<file path="config.mk">
export PLATFORM = sky130hd
export DESIGN_NAME = framed_packet_sender_with_retry
export DESIGN_NICKNAME = d
export VERILOG_FILES = /design/src/hdl/fsp_pkg.sv /design/src/hdl/fsp_front.sv /design/src/hdl/fsp_back.sv /design/src/hdl/framed_packet_sender_with_retry.sv
export SDC_FILE = /design/constraint.sdc
export NUM_CORES = 2
export LEC_CHECK = 0
export BUFFER_PORTS_ARGS = -buffer_cell sky130_fd_sc_hd__buf_2
export CORE_UTILIZATION = 45
export DETAILED_ROUTE_END_ITERATION = 16
export HOLD_SLACK_MARGIN = 0.08
export SKIP_LAST_GASP = 1
export SLEW_MARGIN = 10
export SYNTH_ARGS = -nofsm -noshare
export SYNTH_HDL_FRONTEND = slang
export SYNTH_SLANG_ARGS = --single-unit
</file>
<file path="constraint.sdc">
create_clock -name clk -period 4.85 [get_ports clk]
set_input_delay 0.97 -clock clk [delete_from_list [all_inputs] [get_ports clk]]
set_output_delay 0.97 -clock clk [all_outputs]
set_load 0.02 [all_outputs]
</file>
<file path="src/hdl/fsp_pkg.sv">
// ----------------------------------------------------------------------------
// fsp_pkg
// shared types and constants of the framed packet sender
// ----------------------------------------------------------------------------
package fsp_pkg;

  // payload store depth
  localparam int PAYLOAD_SIZE = 128;
  localparam int ADDR_W = (PAYLOAD_SIZE > 1) ? $clog2(PAYLOAD_SIZE) : 1;

  // frame layout: 2 start delimiters, number (2), total (1), payload, crc (4), 2 end delimiters
  localparam int POS_W = 8;
  localparam int FRAME_LEN = PAYLOAD_SIZE + 11;
  localparam logic [POS_W-1:0] POS_SD0 = POS_W'(0);
  localparam logic [POS_W-1:0] POS_SD1 = POS_W'(1);
  localparam logic [POS_W-1:0] POS_NUM_LO = POS_W'(2);
  localparam logic [POS_W-1:0] POS_NUM_HI = POS_W'(3);
  localparam logic [POS_W-1:0] POS_TOTAL = POS_W'(4);
  localparam logic [POS_W-1:0] POS_PAYLOAD = POS_W'(5);
  localparam logic [POS_W-1:0] POS_CRC = POS_W'(5 + PAYLOAD_SIZE);
  localparam logic [POS_W-1:0] POS_ED0 = POS_W'(9 + PAYLOAD_SIZE);
  localparam logic [POS_W-1:0] POS_LAST = POS_W'(FRAME_LEN - 1);

  // configuration register indexes
  localparam int CFG_ADDR_W = 3;
  localparam logic [CFG_ADDR_W-1:0] CFG_DELIMS = 3'd0;
  localparam logic [CFG_ADDR_W-1:0] CFG_ACK = 3'd1;
  localparam logic [CFG_ADDR_W-1:0] CFG_NACK = 3'd2;
  localparam logic [CFG_ADDR_W-1:0] CFG_STOP = 3'd3;
  localparam logic [CFG_ADDR_W-1:0] CFG_TIMEOUT = 3'd4;
  localparam logic [CFG_ADDR_W-1:0] CFG_MAX_ATT = 3'd5;

  localparam logic [31:0] TIMEOUT_RESET = 32'd1000;
  localparam logic [7:0] MAX_ATT_RESET = 8'd3;

  // request kinds, encoded as on the input tuser
  typedef enum logic [1:0] {
    REQ_LOAD  = 2'd0,
    REQ_START = 2'd1,
    REQ_RX    = 2'd2,
    REQ_TICK  = 2'd3
  } req_kind_t;

  typedef enum logic [1:0] {
    ST_NONE      = 2'd0,
    ST_ACKED     = 2'd1,
    ST_EXHAUSTED = 2'd2,
    ST_STOPPED   = 2'd3
  } status_t;

  typedef enum logic [1:0] {
    PH_IDLE = 2'd0,
    PH_SEND = 2'd1,
    PH_WAIT = 2'd2
  } phase_t;

  // classified request handed from front to back
  typedef struct packed {
    req_kind_t   kind;
    logic        idx_ok;
    logic [7:0]  data_byte;
    logic [6:0]  payload_index;
    logic [15:0] packet_number;
    logic [7:0]  total_packets;
    logic [31:0] packet_crc;
  } req_t;

endpackage

</file>
<file path="src/hdl/fsp_front.sv">
// ----------------------------------------------------------------------------
// fsp_front
// accepts requests, classifies them and holds them in a two-entry queue
// ----------------------------------------------------------------------------
module fsp_front
  import fsp_pkg::*;
(
  input  logic        clk,
  input  logic        rst_n,
  input  logic        in_tvalid,
  output logic        in_tready,
  input  logic [71:0] in_tdata,
  input  logic [1:0]  in_tuser,
  output logic        req_valid,
  output req_t        req,
  input  logic        req_pop
);

  req_t       entries_r [2];
  logic       wr_ptr_r, wr_ptr_nxt;
  logic       rd_ptr_r, rd_ptr_nxt;
  logic [1:0] count_r, count_nxt;
  req_t       incoming;
  logic       push;

  always_comb begin
    incoming.kind          = req_kind_t'(in_tuser);
    incoming.data_byte     = in_tdata[7:0];
    incoming.payload_index = in_tdata[14:8];
    incoming.packet_number = in_tdata[30:15];
    incoming.total_packets = in_tdata[38:31];
    incoming.packet_crc    = in_tdata[70:39];
    // loads beyond the store are dropped
    incoming.idx_ok        = (int'(in_tdata[14:8]) < PAYLOAD_SIZE);
  end

  assign in_tready = (count_r != 2'd2);
  assign push      = in_tvalid && in_tready;
  assign req_valid = (count_r != 2'd0);
  assign req       = entries_r[rd_ptr_r];

  always_comb begin
    wr_ptr_nxt = push ? ~wr_ptr_r : wr_ptr_r;
    rd_ptr_nxt = req_pop ? ~rd_ptr_r : rd_ptr_r;
    count_nxt  = count_r + 2'(push) - 2'(req_pop);
  end

  always_ff @(posedge clk) begin
    if (!rst_n) begin
      wr_ptr_r <= 1'b0;
      rd_ptr_r <= 1'b0;
      count_r  <= 2'd0;
    end else begin
      wr_ptr_r <= wr_ptr_nxt;
      rd_ptr_r <= rd_ptr_nxt;
      count_r  <= count_nxt;
    end
  end

  always_ff @(posedge clk) begin
    if (push) begin
      entries_r[wr_ptr_r] <= incoming;
    end
  end

endmodule

</file>
<file path="src/hdl/fsp_back.sv">
// ----------------------------------------------------------------------------
// fsp_back
// protocol engine: payload store, frame sequencing, response handling
// ----------------------------------------------------------------------------
module fsp_back
  import fsp_pkg::*;
(
  input  logic                  clk,
  input  logic                  rst_n,
  input  logic                  req_valid,
  input  req_t                  req,
  output logic                  req_pop,
  input  logic                  cfg_we,
  input  logic [CFG_ADDR_W-1:0] cfg_addr,
  input  logic [31:0]           cfg_wdata,
  output logic                  out_tvalid,
  input  logic                  out_tready,
  output logic [23:0]           out_tdata
);

  // configuration
  logic [31:0] delims_r, timeout_r;
  logic [7:0]  ack_r, nack_r, stop_r, max_att_r;

  // protocol state
  phase_t      phase_r, phase_nxt;
  logic [POS_W-1:0] pos_r, pos_nxt;
  logic [7:0]  att_r, att_nxt;
  logic [31:0] timer_r, timer_nxt;
  logic [15:0] num_r, num_nxt;
  logic [7:0]  total_r, total_nxt;
  logic [31:0] crc_r, crc_nxt;

  // payload store
  logic [7:0]  mem [PAYLOAD_SIZE];
  logic [7:0]  mem_rd_r;
  logic        mem_we, mem_re;
  logic [ADDR_W-1:0] mem_wa, mem_ra;

  // output register
  logic        out_valid_r, out_valid_nxt;
  logic        out_mem_r, out_mem_nxt;
  logic [7:0]  out_byte_r, out_byte_nxt;
  logic        out_txv_r, out_txv_nxt;
  status_t     out_st_r, out_st_nxt;
  logic [7:0]  out_att_r, out_att_nxt;

  logic        fire, retry;
  logic [31:0] timer_inc;
  logic [1:0]  crc_sel;
  logic [POS_W-1:0] pos_inc;

  assign fire    = req_valid && (!out_valid_r || out_tready);
  assign req_pop = fire;
  assign mem_wa  = ADDR_W'(req.payload_index);
  assign mem_ra  = ADDR_W'(pos_r - POS_PAYLOAD);
  assign crc_sel = 2'(pos_r - POS_CRC);
  assign pos_inc = pos_r + POS_W'(1);
  assign timer_inc = (timer_r == 32'hFFFF_FFFF) ? timer_r : timer_r + 32'd1;

  always_comb begin
    phase_nxt     = phase_r;
    pos_nxt       = pos_r;
    att_nxt       = att_r;
    timer_nxt     = timer_r;
    num_nxt       = num_r;
    total_nxt     = total_r;
    crc_nxt       = crc_r;
    mem_we        = 1'b0;
    mem_re        = 1'b0;
    retry         = 1'b0;
    out_valid_nxt = out_valid_r && !out_tready;
    out_mem_nxt   = out_mem_r;
    out_byte_nxt  = out_byte_r;
    out_txv_nxt   = out_txv_r;
    out_st_nxt    = out_st_r;
    out_att_nxt   = out_att_r;
    if (fire) begin
      case (req.kind)
        REQ_LOAD: begin
          mem_we = (phase_r == PH_IDLE) && req.idx_ok;
        end
        REQ_START: begin
          if (phase_r == PH_IDLE) begin
            num_nxt   = req.packet_number;
            total_nxt = req.total_packets;
            crc_nxt   = req.packet_crc;
            att_nxt   = 8'd1;
            pos_nxt   = '0;
            timer_nxt = '0;
            phase_nxt = PH_SEND;
          end
        end
        REQ_RX: begin
          if (phase_r == PH_WAIT) begin
            if (req.data_byte == ack_r) begin
              phase_nxt     = PH_IDLE;
              out_valid_nxt = 1'b1;
              out_mem_nxt   = 1'b0;
              out_byte_nxt  = 8'd0;
              out_txv_nxt   = 1'b0;
              out_st_nxt    = ST_ACKED;
              out_att_nxt   = att_r;
            end else if (req.data_byte == nack_r) begin
              retry = 1'b1;
            end else if (req.data_byte == stop_r) begin
              phase_nxt     = PH_IDLE;
              out_valid_nxt = 1'b1;
              out_mem_nxt   = 1'b0;
              out_byte_nxt  = 8'd0;
              out_txv_nxt   = 1'b0;
              out_st_nxt    = ST_STOPPED;
              out_att_nxt   = att_r;
            end
          end
        end
        REQ_TICK: begin
          if (phase_r == PH_SEND) begin
            out_valid_nxt = 1'b1;
            out_mem_nxt   = 1'b0;
            out_txv_nxt   = 1'b1;
            out_st_nxt    = ST_NONE;
            out_att_nxt   = att_r;
            if (pos_r == POS_SD0) begin
              out_byte_nxt = delims_r[7:0];
            end else if (pos_r == POS_SD1) begin
              out_byte_nxt = delims_r[15:8];
            end else if (pos_r == POS_NUM_LO) begin
              out_byte_nxt = num_r[7:0];
            end else if (pos_r == POS_NUM_HI) begin
              out_byte_nxt = num_r[15:8];
            end else if (pos_r == POS_TOTAL) begin
              out_byte_nxt = total_r;
            end else if (pos_r < POS_CRC) begin
              mem_re      = 1'b1;
              out_mem_nxt = 1'b1;
            end else if (pos_r < POS_ED0) begin
              out_byte_nxt = crc_r[{crc_sel, 3'b000} +: 8];
            end else if (pos_r == POS_ED0) begin
              out_byte_nxt = delims_r[23:16];
            end else begin
              out_byte_nxt = delims_r[31:24];
            end
            if (pos_r >= POS_LAST) begin
              pos_nxt   = '0;
              timer_nxt = '0;
              phase_nxt = PH_WAIT;
            end else begin
              pos_nxt = pos_inc;
            end
          end else if (phase_r == PH_WAIT) begin
            timer_nxt = timer_inc;
            retry     = (timer_inc >= timeout_r);
          end
        end
        default: begin
        end
      endcase
      if (retry) begin
        if (att_r >= max_att_r) begin
          phase_nxt     = PH_IDLE;
          out_valid_nxt = 1'b1;
          out_mem_nxt   = 1'b0;
          out_byte_nxt  = 8'd0;
          out_txv_nxt   = 1'b0;
          out_st_nxt    = ST_EXHAUSTED;
          out_att_nxt   = att_r;
        end else begin
          att_nxt   = att_r + 8'd1;
          phase_nxt = PH_SEND;
          pos_nxt   = '0;
          timer_nxt = '0;
        end
      end
    end
  end

  always_ff @(posedge clk) begin
    if (!rst_n) begin
      delims_r  <= '0;
      ack_r     <= '0;
      nack_r    <= '0;
      stop_r    <= '0;
      timeout_r <= TIMEOUT_RESET;
      max_att_r <= MAX_ATT_RESET;
    end else if (cfg_we) begin
      case (cfg_addr)
        CFG_DELIMS:  delims_r  <= cfg_wdata;
        CFG_ACK:     ack_r     <= cfg_wdata[7:0];
        CFG_NACK:    nack_r    <= cfg_wdata[7:0];
        CFG_STOP:    stop_r    <= cfg_wdata[7:0];
        CFG_TIMEOUT: timeout_r <= cfg_wdata;
        CFG_MAX_ATT: max_att_r <= cfg_wdata[7:0];
        default: begin
        end
      endcase
    end
  end

  always_ff @(posedge clk) begin
    if (!rst_n) begin
      phase_r     <= PH_IDLE;
      pos_r       <= '0;
      att_r       <= '0;
      timer_r     <= '0;
      num_r       <= '0;
      total_r     <= '0;
      crc_r       <= '0;
      out_valid_r <= 1'b0;
    end else begin
      phase_r     <= phase_nxt;
      pos_r       <= pos_nxt;
      att_r       <= att_nxt;
      timer_r     <= timer_nxt;
      num_r       <= num_nxt;
      total_r     <= total_nxt;
      crc_r       <= crc_nxt;
      out_valid_r <= out_valid_nxt;
    end
  end

  always_ff @(posedge clk) begin
    out_mem_r  <= out_mem_nxt;
    out_byte_r <= out_byte_nxt;
    out_txv_r  <= out_txv_nxt;
    out_st_r   <= out_st_nxt;
    out_att_r  <= out_att_nxt;
  end

  always_ff @(posedge clk) begin
    if (mem_we) begin
      mem[mem_wa] <= req.data_byte;
    end
  end

  always_ff @(posedge clk) begin
    if (mem_re) begin
      mem_rd_r <= mem[mem_ra];
    end
  end

  assign out_tvalid = out_valid_r;
  assign out_tdata  = {5'd0, out_att_r, out_st_r, out_txv_r,
                       (out_mem_r ? mem_rd_r : out_byte_r)};

endmodule

</file>
<file path="src/hdl/framed_packet_sender_with_retry.sv">
// ----------------------------------------------------------------------------
// framed_packet_sender_with_retry
// stop-and-wait frame sender for a byte link, with resend on nack or timeout
// ----------------------------------------------------------------------------
// every request (load payload byte, start packet, received byte, tick) is
// latched and classified by the front end into a two-entry queue; the back
// end retires one request per cycle from that queue unless the output is
// stalled, so with both sides flowing the block sustains one request per
// clock; a result is loaded into the output register at the edge that
// takes its request from the queue, the payload byte of a frame coming
// from the registered read port of the single write / single read payload
// store; a stall on the result side fills the queue and only then drops
// in_tready; configuration writes take effect on the next edge and belong
// to idle periods
// ----------------------------------------------------------------------------
module framed_packet_sender_with_retry
  import fsp_pkg::*;
(
  input  logic                  clk,
  input  logic                  rst_n,
  // request channel
  input  logic                  in_tvalid,
  output logic                  in_tready,
  input  logic [71:0]           in_tdata,  // data_byte, payload_index, packet_number,
                                           // total_packets, packet_crc, pad
  input  logic [1:0]            in_tuser,  // cmd
  // result channel
  output logic                  out_tvalid,
  input  logic                  out_tready,
  output logic [23:0]           out_tdata, // tx_byte, tx_valid, status, attempt_count, pad
  // configuration writes
  input  logic                  cfg_we,
  input  logic [CFG_ADDR_W-1:0] cfg_addr,
  input  logic [31:0]           cfg_wdata
);

  // classified requests between front and back
  logic req_valid;
  logic req_pop;
  req_t req;

  // front: accept and classify, queue of two
  fsp_front u_front (
    .clk       (clk),
    .rst_n     (rst_n),
    .in_tvalid (in_tvalid),
    .in_tready (in_tready),
    .in_tdata  (in_tdata),
    .in_tuser  (in_tuser),
    .req_valid (req_valid),
    .req       (req),
    .req_pop   (req_pop)
  );

  // back: frame sequencing, response and timeout handling, output register
  fsp_back u_back (
    .clk        (clk),
    .rst_n      (rst_n),
    .req_valid  (req_valid),
    .req        (req),
    .req_pop    (req_pop),
    .cfg_we     (cfg_we),
    .cfg_addr   (cfg_addr),
    .cfg_wdata  (cfg_wdata),
    .out_tvalid (out_tvalid),
    .out_tready (out_tready),
    .out_tdata  (out_tdata)
  );

endmodule
</file>
==> summary.txt <==
Placement
  • Placed insts: 5296
  • DPL Wire Length: 90.48 mm
  • Input/output buffers: 133
  • Final weighted congestion in routability-driven placement: 0.8841
  • Worst setup slack after placement: 117.5 ps
  • Cell Area, Placed: 60970 um2

Timing
  • Worst slew margin relative to its limit: 16.90%
  • Transition time at the pin with the least slew margin: 1238 ps
  • Achievable clock frequency: 0.2178 GHz
  • Max-slew violation total from the final report: 0
  • Min Clock Period, post-route: 4591 ps
  • Number of failing setup endpoints in the final timing report: 0
  • Hold Vio Cnt, Final: 0
  • Clock Skew: 21.72 ps
  • Final setup TNS: 0 ps
  • Final period utilization: 94.66%
  • Worst slack on hold paths: 409.3 ps
  • Worst setup slack after layout: 259.0 ps

CTS
  • Buffer count from post-CTS setup fixing: 0
  • Hold-fix buffer count after cts: 0
  • Total clock sinks: 1406
  • Clock tree from TritonCTS: done
  • Number of gates resized after cts: 0
  • Max clock buf depth: 3
  • Buffer type at the clock tree root: clkbuf_16
  • Clock buffer count from CTS: 146
  • Clock-pin slew of the registers on the worst-case setup and hold paths: 60 ps
  • Clock network latency to the later pin of the worst-skew pair: 760 ps
  • Level count of the clock H-tree: 4

GRT
  • Largest net degree at the start of global routing: 109
  • Overflow after GRT: 0
  • Antenna violations before repair: 10
  • Number of global-route vias before repair: 31920
  • Global routing usage summed across all routing layers: 22.03%
  • Wire length of the first global-routing pass: 207.9 mm

Critical path
  • Reg-to-reg setup timing slack: 260 ps
  • Worst EP required: 5490 ps
  • Startpoint Class: flip-flop
  • Critical-path cell list: ha_1, nand4_1, nor2_1, nand4_1, and4_1, nand3_1, nor2_1, xor2_1, ha_1, nand4_1, or4_1, a31oi_1, o211ai_1, nand3_4, nor3_2, buf_4, a221o_1
  • Critical path data arrival time: 5230 ps
  • Kind of critical path: reg2reg
  • Kind of capture point of the worst setup path: flip-flop
  • CP max FO: 10
  • Cell repeated most along the worst path: nand4_1
  • Kind of cell adding the most delay to the critical path: simple AND/OR/NAND/NOR gates
  • Largest incremental delay on the critical path: 550 ps
  • Critical path's slowest cell: or4_1
  • Worst Path Buf+Inv: 1

Status
  • Status: finished clean

Final layout
  • Cell Count, Final, Fillers Out: 5561
  • Ratio of cells with drive above 1 in the final layout: 24.08%
  • Layout Area Growth over Synthesis: 14.78%
  • Share of the core filled with cells: 52.16%
  • Final non-filler cell area: 65580 um2
  • Number of nets in the final layout: 3957

Power and ir drop
  • Static power due to leakage: 21.07 nW
  • Pwr Total: 30.07 mW
  • Peak ir drop on the vdd network: 0.4256 mV
  • Power per unit of standard cell area: 458.5 nW/um2

Detailed routing
  • Via-to-Cell Ratio: 5.678
  • First DRT Iteration DRCs: 3069
  • Via total after detailed routing: 31570
  • TritonRoute pass-1 iters: 5
  • Final antenna-violating net count: 0
  • Average wire length per cell after detail routing: 25.14 um
  • Remaining design rule violation count: 0
  • Post-detailed-routing wire length: 139.8 mm

Synthesis
  • Area share of the largest cell type after synthesis: 62.96%
  • #FFs+latches synth: 1406
  • Largest area contributor in the netlist: edfxtp_1
  • Primary FF master, synth: edfxtp_1
  • Most area-consuming cells after synthesis: edfxtp_1 63%, mux4_2 13%, dfxtp_1 7.3%
  • Cell area after synthesis: 57130 um2
  • Post-synthesis sequential area ratio: 70.25%
  • Post-Synthesis Mean Instance Area: 16.40 um2
  • Cells after Synth: 3483
  • Synth Warn #: 0
  • EDFF count, synth: 1198
  • Distinct cell type count after synthesis: 82
  • Fraction of registers with async set/reset: 0%

Floorplanning
  • Initial standard-cell utilization of the core: 45.44%
  • Top-Level Pins: 140
  • Area of the placeable core: 125700 um2
  • DIE WIDTH: 358.3 um
  • Row cnt: 130
  • Chip Height: 358.3 um
  • Full die area: 128400 um2

Flow run
  • Number of violations of the max-capacitance limit: 0

Worst hold path
  • Hold crit path type: in2reg
-- cells in the mapped netlist, types with 5 or more instances --
cell type and count:
clkbuf_1 130, nand2_1 385, dfxtp_1 208, buf_2 12, nor2_1 277, o32ai_1 9
nand3_1 64, a21oi_1 146, edfxtp_1 1198, buf_4 8, mux2i_1 77, a21o_1 20
and3_1 14, o21ai_0 65, a22o_1 11, xnor2_1 43, xor2_1 21, a211oi_1 66
ha_1 49, nor2b_1 9, buf_1 39, a31oi_1 7, o211ai_1 19, a22oi_1 10
mux4_2 328, inv_1 76, nor4_1 11, nand2b_1 15, or3_1 5, a311oi_1 6
o22ai_1 7, a221oi_1 6, nor3_1 18, o31a_1 5, nand4_1 22, and4_1 7
mux2_2 18
-- final cells by class --
| type | instances | area (um2) |
|---|---|---|
| diodes | 7 | 17.52 |
| clock buffers | 193 | 4016 |
| clock inverters | 65 | 553.0 |
| fillers | 10260 | 60150 |
| inverters | 78 | 315.3 |
| multi-input cells | 1812 | 16050 |
| flip-flops and latches | 1406 | 40150 |
| well taps | 1650 | 2064 |
| repair buffers | 350 | 2420 |
-- cells in the final DEF (no fill, tap or decap), types with 16 or more instances in the layout --
| cell | n |
|---|---|
| mux4_2 | 328 |
| nand3_1 | 64 |
| nor2_1 | 274 |
| buf_4 | 207 |
| ha_1 | 48 |
| o211ai_1 | 19 |
| edfxtp_1 | 1198 |
| mux2_2 | 18 |
| clkbuf_1 | 34 |
| a21o_1 | 20 |
| inv_1 | 68 |
| buf_2 | 133 |
| clkbuf_16 | 151 |
| clkinv_1 | 28 |
| a211oi_1 | 66 |
| nor3_1 | 16 |
| o21ai_0 | 65 |
| nand2_1 | 385 |
| clkinv_2 | 21 |
| xnor2_1 | 40 |
| mux2i_1 | 77 |
| dfxtp_1 | 206 |
| xor2_1 | 20 |
| a21oi_1 | 146 |
| nand4_1 | 22 |
-- cell families (layout without fill, tap and decap cells) --
family / count (synthesis) / in the layout / share of synthesized area, %
AO/OA/AOI/OAI: 416 / 416 / 4.765
XOR/XNOR: 64 / 64 / 0.9811
adder cells (fa/ha/maj): 49 / 49 / 1.073
buffers and inverters: 269 / 686 / 1.872
flip-flops: 1406 / 1406 / 70.25
multiplexers: 424 / 424 / 14.66
other: 1 / 12 / 0.006563
AND/OR/NAND/NOR: 854 / 854 / 6.392
-- per-layer routing --
metal  vias up  wire length [um]  track usage (%)
li1      14210                 -                -
met1     16210             58470            29.65
met2       929             69290            36.59
met3       216              8418            3.949
met4         8              3562            6.621
met5         -                48                0
-- state kept, by name, summed over array words and instances, names as in the netlist, 16 cells and up, named ones only --
name / count
u_back.crc_r: 32
u_back.mem: 1024
u_back.num_r: 16
u_front.entries_r: 146
u_back.delims_r: 32
u_back.timeout_r: 32
u_back.timer_r: 32
-- worst paths after layout --
kind | startpoint | end | cells after the start
max | u_back.timer_r[1] | u_back.timer_r[11] | 17
min | in_tdata[60] | u_front.entries_r[1][21] | 1
min reg2reg | u_back.delims_r[30] | u_back.delims_r[30] | 2
max reg2reg | u_back.timer_r[1] | u_back.timer_r[11] | 17
-- power breakdown --
group	internal [mW]	leakage, nW	switching [mW]
clock network	6.28	2.24	4.52
registers	14.7	12.5	0.322
logic	1.24	6.31	3.05
total	22.2	21.1	7.89
Power figures use the tool's default switching activity.
